`src/sv/mesp_pkg.sv`:
```
// ----------------------------------------------------------------------------
// MIDI event stream parser package
// Shared types and status codes for the track event parser.
// ----------------------------------------------------------------------------
package mesp_pkg;

   // Parse phase of the current event.
   typedef enum logic [2:0] {
      PH_DELTA   = 3'd0,
      PH_STATUS  = 3'd1,
      PH_DATA    = 3'd2,
      PH_MTYPE   = 3'd3,
      PH_LEN     = 3'd4,
      PH_PAYLOAD = 3'd5
   } phase_type;

   // Role tag reported with each byte.
   typedef enum logic [2:0] {
      RO_DELTA   = 3'd0,
      RO_STATUS  = 3'd1,
      RO_DATA    = 3'd2,
      RO_MTYPE   = 3'd3,
      RO_LEN     = 3'd4,
      RO_PAYLOAD = 3'd5,
      RO_ERROR   = 3'd6
   } role_type;

   // Status bytes and nibbles with special meaning.
   localparam logic [7:0] ST_SYSEX      = 8'hf0;
   localparam logic [7:0] ST_SYSEX_ESC  = 8'hf7;
   localparam logic [7:0] ST_META       = 8'hff;
   localparam logic [7:0] ST_TIME_CODE  = 8'hf1;
   localparam logic [7:0] ST_SONG_SEL   = 8'hf3;
   localparam logic [7:0] META_EOT      = 8'h2f;
   localparam logic [3:0] HI_NOTE_OFF   = 4'h8;
   localparam logic [3:0] HI_NOTE_ON    = 4'h9;
   localparam logic [3:0] HI_POLY_PRESS = 4'ha;
   localparam logic [3:0] HI_CTRL       = 4'hb;
   localparam logic [3:0] HI_PROGRAM    = 4'hc;
   localparam logic [3:0] HI_CHAN_PRESS = 4'hd;
   localparam logic [3:0] HI_PITCH      = 4'he;
   localparam logic [7:0] ST_RT_TICK    = 8'hf6;
   localparam logic [7:0] ST_RT_CLOCK   = 8'hf8;
   localparam logic [7:0] ST_RT_START   = 8'hfa;
   localparam logic [7:0] ST_RT_CONT    = 8'hfb;
   localparam logic [7:0] ST_RT_STOP    = 8'hfc;
   localparam logic [7:0] ST_RT_SENSE   = 8'hfe;

   // Parser state carried from byte to byte.
   typedef struct packed {
      phase_type   phase;
      logic [31:0] acc;
      logic [31:0] bytes_left;
      logic [7:0]  cur_status;
      logic [7:0]  meta_type;
      logic        chan_known;
      logic [3:0]  chan;
      logic        halted;
   } state_type;

   // One result item.
   typedef struct packed {
      role_type    role;
      logic [31:0] value;
      logic        value_done;
      logic [7:0]  event_status;
      logic        event_done;
      logic        end_of_track;
   } result_type;

   localparam state_type STATE_CLEAR = '{
      phase:      PH_DELTA,
      acc:        32'd0,
      bytes_left: 32'd0,
      cur_status: 8'd0,
      meta_type:  8'd0,
      chan_known: 1'b0,
      chan:       4'd0,
      halted:     1'b0
   };

endpackage

```
`src/sv/mesp_if.sv`:
```
// ----------------------------------------------------------------------------
// MIDI event stream parser channels
// Valid/ready channels for the byte input and the tagged result output.
// ----------------------------------------------------------------------------

// Input byte channel.
interface mesp_req_if;
   logic       valid;
   logic       ready;
   logic [7:0] byte_in;
   logic       track_start;

   modport source (output valid, output byte_in, output track_start, input ready);
   modport sink (input valid, input byte_in, input track_start, output ready);
   modport monitor (input valid, input ready, input byte_in, input track_start);
endinterface

// Tagged result channel.
interface mesp_rsp_if;
   logic        valid;
   logic        ready;
   logic [2:0]  role;
   logic [31:0] value;
   logic        value_done;
   logic [7:0]  event_status;
   logic        event_done;
   logic        end_of_track;

   modport source (output valid, output role, output value, output value_done,
                   output event_status, output event_done, output end_of_track,
                   input ready);
   modport sink (input valid, input role, input value, input value_done,
                 input event_status, input event_done, input end_of_track,
                 output ready);
   modport monitor (input valid, input ready, input role, input value,
                    input value_done, input event_status, input event_done,
                    input end_of_track);
endinterface

```
`src/sv/mesp_step.sv`:
```
// ----------------------------------------------------------------------------
// MIDI event stream parser step
// Combinational next state and result for one byte of a track body.
// ----------------------------------------------------------------------------
module mesp_step (
   input  logic [7:0]             byte_in,
   input  logic                   track_start,
   input  mesp_pkg::state_type    cur_state,
   output mesp_pkg::state_type    next_state,
   output mesp_pkg::result_type   result
);
   import mesp_pkg::*;

   // Classes of a byte seen in the status position.
   typedef enum logic [2:0] {
      CL_LENGTH,
      CL_META,
      CL_ONE,
      CL_TWO,
      CL_REALTIME,
      CL_RUNNING
   } class_type;

   state_type   s;
   class_type   cls;
   logic [3:0]  hi;
   logic [31:0] acc_shift;
   logic        vl_last;
   logic        bl_last;
   logic        status_err;
   logic        err;
   logic        eot_match;
   logic [7:0]  status_eff;

   // A track start clears everything before the byte is handled.
   assign s = track_start ? STATE_CLEAR : cur_state;

   assign hi        = byte_in[7:4];
   assign acc_shift = {s.acc[24:0], byte_in[6:0]};
   assign vl_last   = ~byte_in[7];
   assign bl_last   = (s.bytes_left[31:1] == 31'd0);
   assign eot_match = (s.cur_status == ST_META) && (s.meta_type == META_EOT);

   // Classify the byte as a status.
   always_comb begin
      priority if (byte_in == ST_SYSEX || byte_in == ST_SYSEX_ESC) begin
         cls = CL_LENGTH;
      end else if (byte_in == ST_META) begin
         cls = CL_META;
      end else if (byte_in == ST_TIME_CODE || byte_in == ST_SONG_SEL) begin
         cls = CL_ONE;
      end else if (byte_in == ST_RT_TICK || byte_in == ST_RT_CLOCK ||
                   byte_in == ST_RT_START || byte_in == ST_RT_CONT ||
                   byte_in == ST_RT_STOP || byte_in == ST_RT_SENSE) begin
         cls = CL_REALTIME;
      end else if (hi == HI_PROGRAM || hi == HI_CHAN_PRESS) begin
         cls = CL_ONE;
      end else if (hi == HI_NOTE_OFF || hi == HI_NOTE_ON || hi == HI_POLY_PRESS ||
                   hi == HI_CTRL || hi == HI_PITCH) begin
         cls = CL_TWO;
      end else begin
         cls = CL_RUNNING;
      end
   end

   // Running status needs a kept note-on channel.
   assign status_err = (s.phase == PH_STATUS) && (cls == CL_RUNNING) && !s.chan_known;
   assign err        = s.halted || status_err;
   assign status_eff = (cls == CL_RUNNING) ? {HI_NOTE_ON, s.chan} : byte_in;

   // Next state.
   always_comb begin
      next_state = s;
      if (err) begin
         next_state.halted = 1'b1;
      end else begin
         unique case (s.phase)
            PH_STATUS: begin
               next_state.cur_status = status_eff;
               unique case (cls)
                  CL_LENGTH: begin
                     next_state.phase = PH_LEN;
                     next_state.acc   = 32'd0;
                  end
                  CL_META: begin
                     next_state.phase = PH_MTYPE;
                  end
                  CL_REALTIME: begin
                     next_state.phase      = PH_DELTA;
                     next_state.bytes_left = 32'd0;
                  end
                  CL_TWO: begin
                     next_state.phase      = PH_DATA;
                     next_state.bytes_left = 32'd2;
                     if (hi == HI_NOTE_ON && !s.chan_known) begin
                        next_state.chan_known = 1'b1;
                        next_state.chan       = byte_in[3:0];
                     end
                  end
                  default: begin
                     // One data byte left: a single-byte message or running status.
                     next_state.phase      = PH_DATA;
                     next_state.bytes_left = 32'd1;
                  end
               endcase
            end
            PH_DATA, PH_PAYLOAD: begin
               if (bl_last) begin
                  next_state.phase      = PH_DELTA;
                  next_state.bytes_left = 32'd0;
                  if (eot_match) begin
                     next_state.chan_known = 1'b0;
                  end
               end else begin
                  next_state.bytes_left = s.bytes_left - 32'd1;
               end
            end
            PH_MTYPE: begin
               next_state.meta_type = byte_in;
               next_state.acc       = 32'd0;
               next_state.phase     = PH_LEN;
            end
            PH_LEN: begin
               next_state.acc = acc_shift;
               if (vl_last) begin
                  next_state.acc = 32'd0;
                  if (acc_shift == 32'd0) begin
                     next_state.phase      = PH_DELTA;
                     next_state.bytes_left = 32'd0;
                     if (eot_match) begin
                        next_state.chan_known = 1'b0;
                     end
                  end else begin
                     next_state.phase      = PH_PAYLOAD;
                     next_state.bytes_left = acc_shift;
                  end
               end
            end
            default: begin
               // Delta time; unused phase codes count as delta too.
               next_state.phase = PH_DELTA;
               next_state.acc   = acc_shift;
               if (vl_last) begin
                  next_state.acc   = 32'd0;
                  next_state.phase = PH_STATUS;
               end
            end
         endcase
      end
   end

   // Result fields.
   always_comb begin
      result = '{role: RO_ERROR, value: 32'd0, value_done: 1'b0,
                 event_status: 8'd0, event_done: 1'b0, end_of_track: 1'b0};
      if (!err) begin
         unique case (s.phase)
            PH_STATUS: begin
               result.role         = (cls == CL_RUNNING) ? RO_DATA : RO_STATUS;
               result.event_status = status_eff;
               result.event_done   = (cls == CL_REALTIME);
            end
            PH_DATA, PH_PAYLOAD: begin
               result.role         = (s.phase == PH_DATA) ? RO_DATA : RO_PAYLOAD;
               result.event_status = s.cur_status;
               result.event_done   = bl_last;
               result.end_of_track = bl_last && eot_match;
            end
            PH_MTYPE: begin
               result.role         = RO_MTYPE;
               result.event_status = s.cur_status;
            end
            PH_LEN: begin
               result.role         = RO_LEN;
               result.event_status = s.cur_status;
               if (vl_last) begin
                  result.value_done   = 1'b1;
                  result.value        = acc_shift;
                  result.event_done   = (acc_shift == 32'd0);
                  result.end_of_track = (acc_shift == 32'd0) && eot_match;
               end
            end
            default: begin
               result.role = RO_DELTA;
               if (vl_last) begin
                  result.value_done = 1'b1;
                  result.value      = acc_shift;
               end
            end
         endcase
      end
   end

endmodule

```
`src/sv/midi_event_stream_parser_top.sv`:
```
// Each result is registered and appears in the cycle after its byte is taken.
// Throughput: one byte per cycle while the output takes each result.
// A result that waits on the output holds off the next byte until it is taken.
// Reset (synchronous, active high) returns the parser to the delta phase with
// no kept channel and no error, and empties the result register.
// ----------------------------------------------------------------------------
// MIDI event stream parser
// Tags each byte of a MIDI track body with its role, running status applied.
// ----------------------------------------------------------------------------
module midi_event_stream_parser_top (
   input logic        clock,
   input logic        reset,
   mesp_req_if.sink   req_bus,
   mesp_rsp_if.source rsp_bus
);
   import mesp_pkg::*;

   state_type  state_ff;
   state_type  state_in;
   result_type result_in;
   result_type rsp_data_ff;
   logic       rsp_valid_ff;
   logic       req_take;

   // A byte moves in whenever the result register is free or being emptied.
   assign req_bus.ready = !rsp_valid_ff || rsp_bus.ready;
   assign req_take      = req_bus.valid && req_bus.ready;

   mesp_step u_step (
      .byte_in     (req_bus.byte_in),
      .track_start (req_bus.track_start),
      .cur_state   (state_ff),
      .next_state  (state_in),
      .result      (result_in)
   );

   // Parser state.
   always_ff @(posedge clock) begin
      if (reset) begin
         state_ff <= STATE_CLEAR;
      end else if (req_take) begin
         state_ff <= state_in;
      end
   end

   // Result register valid flag.
   always_ff @(posedge clock) begin
      if (reset) begin
         rsp_valid_ff <= 1'b0;
      end else if (req_take) begin
         rsp_valid_ff <= 1'b1;
      end else if (rsp_bus.ready) begin
         rsp_valid_ff <= 1'b0;
      end
   end

   // Result payload.
   always_ff @(posedge clock) begin
      if (req_take) begin
         rsp_data_ff <= result_in;
      end
   end

   assign rsp_bus.valid        = rsp_valid_ff;
   assign rsp_bus.role         = rsp_data_ff.role;
   assign rsp_bus.value        = rsp_data_ff.value;
   assign rsp_bus.value_done   = rsp_data_ff.value_done;
   assign rsp_bus.event_status = rsp_data_ff.event_status;
   assign rsp_bus.event_done   = rsp_data_ff.event_done;
   assign rsp_bus.end_of_track = rsp_data_ff.end_of_track;

endmodule

```
`src/flat_wrapper.sv`:
```
// flat-port wrapper written by rule: the top's interface ports become plain ports
module midi_event_stream_parser_top_flat import mesp_pkg::*;
  (clock, reset, req_bus_valid, req_bus_byte_in, req_bus_track_start, req_bus_ready, rsp_bus_valid, rsp_bus_role, rsp_bus_value, rsp_bus_value_done, rsp_bus_event_status, rsp_bus_event_done, rsp_bus_end_of_track, rsp_bus_ready);
  mesp_req_if req_bus_i ();
  mesp_rsp_if rsp_bus_i ();
  input logic clock;
  input logic reset;
  input wire logic [$bits(req_bus_i.valid)-1:0] req_bus_valid;
  input wire logic [$bits(req_bus_i.byte_in)-1:0] req_bus_byte_in;
  input wire logic [$bits(req_bus_i.track_start)-1:0] req_bus_track_start;
  output wire logic [$bits(req_bus_i.ready)-1:0] req_bus_ready;
  output wire logic [$bits(rsp_bus_i.valid)-1:0] rsp_bus_valid;
  output wire logic [$bits(rsp_bus_i.role)-1:0] rsp_bus_role;
  output wire logic [$bits(rsp_bus_i.value)-1:0] rsp_bus_value;
  output wire logic [$bits(rsp_bus_i.value_done)-1:0] rsp_bus_value_done;
  output wire logic [$bits(rsp_bus_i.event_status)-1:0] rsp_bus_event_status;
  output wire logic [$bits(rsp_bus_i.event_done)-1:0] rsp_bus_event_done;
  output wire logic [$bits(rsp_bus_i.end_of_track)-1:0] rsp_bus_end_of_track;
  input wire logic [$bits(rsp_bus_i.ready)-1:0] rsp_bus_ready;
  assign req_bus_i.valid = req_bus_valid;
  assign req_bus_i.byte_in = req_bus_byte_in;
  assign req_bus_i.track_start = req_bus_track_start;
  assign req_bus_ready = req_bus_i.ready;
  assign rsp_bus_valid = rsp_bus_i.valid;
  assign rsp_bus_role = rsp_bus_i.role;
  assign rsp_bus_value = rsp_bus_i.value;
  assign rsp_bus_value_done = rsp_bus_i.value_done;
  assign rsp_bus_event_status = rsp_bus_i.event_status;
  assign rsp_bus_event_done = rsp_bus_i.event_done;
  assign rsp_bus_end_of_track = rsp_bus_i.end_of_track;
  assign rsp_bus_i.ready = rsp_bus_ready;
  midi_event_stream_parser_top u_core (.clock(clock), .reset(reset), .req_bus(req_bus_i), .rsp_bus(rsp_bus_i));
endmodule
```
`config.mk`:
```
export PLATFORM = sky130hd
export DESIGN_NAME = midi_event_stream_parser_top_flat
export DESIGN_NICKNAME = d
export VERILOG_FILES = /design/src/sv/mesp_pkg.sv /design/src/sv/mesp_if.sv /design/src/sv/mesp_step.sv /design/src/sv/midi_event_stream_parser_top.sv /design/src/flat_wrapper.sv
export SDC_FILE = /design/constraint.sdc
export NUM_CORES = 1
export LEC_CHECK = 0
export ABC_AREA = 1
export BUFFER_PORTS_ARGS = -buffer_cell sky130_fd_sc_hd__buf_2
export CORE_ASPECT_RATIO = 0.75
export CORE_UTILIZATION = 46
export DETAILED_ROUTE_END_ITERATION = 6
export PLACE_DENSITY = 0.7
export SLEW_MARGIN = 30
export SYNTH_ARGS = -nofsm -noshare
export SYNTH_HDL_FRONTEND = slang
export SYNTH_SLANG_ARGS = --single-unit
```
`constraint.sdc`:
```
create_clock -name clock -period 2.1 [get_ports clock]
set_clock_uncertainty 0.15 [all_clocks]
set_input_delay 0.42 -clock clock [delete_from_list [all_inputs] [get_ports clock]]
set_output_delay 0.42 -clock clock [all_outputs]
set_load 0.01 [all_outputs]
```
==> metrics.md <==
| Metric | Value |
|---|---|
| Die height | 119 um |
| Placed Instances | 1738 |
| Relative slew slack | 67.4% |
| Layout cells sized above 1 | 25.8% |
| Pin count of the biggest net entering global routing | 46 |
| Mapped Area | 8460 um^2 |
| Core area | 17800 um^2 |
| Net Switching | 0.00237 W |
| Crit path launch type | register |
| Clock latency on the worst-skew pair | 0.44 ns |
| Die ar. | 18900 um^2 |
| Syn Area/Cell | 6.50 um^2 |
| Outcome | finished clean |
| R2R setup slack | 0.07 ns |
| Final HPWL DP | 19.5 mm |
| # nets final | 1539 |
| Final instance area | 11300 um^2 |
| PnR worst setup slack | 0.0724 ns |
| Top achievable clock speed | 0.493 GHz |
| Worst Hold Path Cells | 4 |
| Switching Share | 31.3% |
| Critical R2R Capture | u_core.rsp_bus.event_status[1] |
| Hold Path Origin | rsp_bus_ready |
| RSZ-0062 raised after global routing | true |
| Dpl cell area | 10500 um^2 |
| Gpl congestion | 0.922 |
| Lkg Pwr | 5.76 nW |
| Fin crit share | 96.6% |
| Routed wire length | 27.5 mm |
| Synth unique cells | 39 |
| Req. time, crit path | 2.26 ns |
| Die W | 159 um |
| Area Overhead vs Synth | 33.4% |
| WS Path Type | register to register |
| Util after Layout | 63.4% |
| CP arrival | 2.19 ns |
| Final ANT Viol Nets | 0 |
| Worst-path clk slew | 0.06 ns |
| Hold Fails Final Rpt | 0 |
| Worst-margin pin slew | 0.488 ns |
| Seq/Total Area, Yosys | 36.0% |
| P_int | 0.00519 W |
| # DRC | 0 |
| Final setup viols | 0 |
| Clock group share of total power | 40.0% |
| Max FO, Critical Path | 6 |
| Diode count | 0 |
| Root buf cell | clkbuf_16 |
| Fin Hold WS | 0.149 ns |
| Total GRT Usage | 29.8% |
| Worst r2r src | u_core.state_ff[86] |
| CTS Hold Buffers Added | 0 |
| YS warnings | 0 |
| CTS tree | done |
| Initial Util | 47.5% |
| Hold path endpoint | u_core.rsp_bus.valid |
| Number of global-route vias before repair | 8511 |
| Yosys reg bits | 129 |
| R2R depth | 11 |
| I/O pin cnt | 61 |
| Sequential cell fraction of total power | 37.2% |
| Initial DRC count | 1011 |
| Number of clock sinks | 129 |
| First-pass DRT Iterations | 6 |
| HP Class | input pin to register |
| # rows | 42 |
| Global-route wire length before repair | 43.6 mm |
| Post-DR wirelength/cell | 15.5 um |
| Antenna violations before repair | 0 |
| Max VDD drop | 492 uV |
| Final non-filler cell total | 1780 |
| Total power divided by cell area | 670 nW/um^2 |
| CTS buffer count | 17 |
| Via count | 9450 |
| Logic gate share of total power | 22.8% |
| I/O Buffers | 60 |
| Placement Setup Slack | -0.347 ns |
| Number of max-cap violations | 0 |
| H-Tree Depth | 4 |
| Syn nets | 1315 |
| Via-to-Cell Ratio | 5.31 |
| Pins Over Slew Limit | 0 |
| Mapped Cells | 1301 |
| CTS max path bufs | 2 |
| Overflow after GRT | 0 |
| Fin crit period | 2.03 ns |
| Endpoint class of the critical path | register |
## worst max-delay path by stage
stage,from,to,depth (start not counted)
finish,u_core.state_ff[86],u_core.rsp_bus.event_status[1],11
CTS,u_core.state_ff[86],u_core.rsp_bus.event_status[4],12
detailed placement,req_bus_track_start,u_core.rsp_bus.event_status[4],13
global route,req_bus_track_start,u_core.state_ff[46],15
global placement,req_bus_track_start,u_core.rsp_bus.event_status[4],13
floorplan,req_bus_track_start,u_core.rsp_bus.event_done,12
## layout make-up
cell class | count | area (um^2)
inverter | 158 | 606
sequential | 129 | 3050
clock inverter | 14 | 155
timing repair buffer | 274 | 2110
clock buffer | 18 | 429
tap | 242 | 303
fill | 1598 | 6530
multi-input combinational | 945 | 4640
## Yosys cell counts (all sizes together)
cell type / instances / area (um^2)
nand2: 370 / 1440
nor2: 173 / 739
inv: 157 / 592
o21ai: 134 / 671
a21oi: 89 / 445
dfxtp: 83 / 1660
nand3: 81 / 433
edfxtp: 46 / 1380
buf: 37 / 263
clkbuf: 33 / 126
o21bai: 18 / 135
o211ai: 16 / 120
o22ai: 15 / 93.8
nand4: 13 / 81.3
xor2: 12 / 105
nor3: 7 / 46.3
or2: 5 / 31.3
a31oi: 3 / 18.8
o31ai: 3 / 22.5
nand3b: 2 / 15.0
a211oi: 1 / 7.51
clkinv: 1 / 3.75
ha: 1 / 12.5
nor3b: 1 / 12.5
## placed cells by master, fill, tap and decap left out, drive strengths merged
cell type,n
nand3b,2
buf,273
nand3,81
xor2,12
o31ai,3
a31oi,3
clkinvlp,1
clkinv,7
or2,5
o21bai,18
inv,162
ha,1
nor2,173
edfxtp,46
o211ai,16
o22ai,15
o21ai,134
nand4,13
nor3,7
dfxtp,83
clkbuf,19
nand2,371
a21oi,89
nor3b,1
bufinv,2
a211oi,1
## timing repair
item / 4_1_cts / 5_1_grt
cloned: 0 / 2
pin swaps: 1 / 7
setup endpoints to repair: 11 / 109
gates resized for setup: 1 / 32
setup buffers: 2 / 6
## per-stage QoR
| stage | total power, W | TNS [ns] |
|---|---|---|
| after detailed placement | 0.00448 | -29.37 |
| after global placement | 0.00446 | -27.22 |
| after global routing | 0.00785 | -0.437 |
| after floorplan | 0.00382 | -2.26 |
| after CTS | 0.00748 | 0 |
| final | 0.00756 | 0 |
## cell families after synthesis
| group | after synthesis | share of synthesized area (%) |
|---|---|---|
| AO/OA/AOI/OAI | 279 | 17.9 |
| XOR/XNOR | 12 | 1.24 |
| adder cells (fa/ha/maj) | 1 | 0.148 |
| buffers and inverters | 228 | 11.6 |
| flip-flops | 129 | 36.0 |
| AND/OR/NAND/NOR | 652 | 33.1 |
## critical path: stages, from the launching register on
cell,delay [ns]
dfxtp_2,0.34
inv_2,0.06
nor2_4,0.13
nand2_4,0.09
nor2_8,0.16
buf_4,0.13
buf_4,0.09
nand2_2,0.12
o21ai_2,0.23
a21oi_1,0.07
or2_2,0.29
inv_1,0.05
## power groups by stage
stage	clock network [W]	registers, W	logic [W]
after global routing	0.00314	0.00283	0.00188
after global placement	0	0.00286	0.00160
after CTS	0.00303	0.00281	0.00164
after detailed placement	0	0.00286	0.00162
after floorplan	0	0.00288	0.000933
final	0.00302	0.00281	0.00172
## sequential cells by signal (all words and copies together), names as in the netlist
name / count
u_core.rsp_bus.value_done: 1
u_core.rsp_bus.event_done: 1
u_core.state_ff: 82
u_core.rsp_bus.valid: 1
u_core.rsp_bus.end_of_track: 1
u_core.rsp_bus.event_status: 8
u_core.rsp_bus.role: 3
u_core.rsp_bus.value: 32
## layer usage
| metal | vias up | track usage, % | part of all wire [%] | wire [um] |
|---|---|---|---|---|
| met5 | - | 0 | 0 | 0 |
| met4 | 0 | 8.83 | 1.7 | 459 |
| met3 | 43 | 9.10 | 12 | 3340 |
| met2 | 494 | 42.9 | 41 | 11400 |
| met1 | 4252 | 42.2 | 45 | 12300 |
| li1 | 4661 | - | - | - |
(Power assumes the default switching activity.)
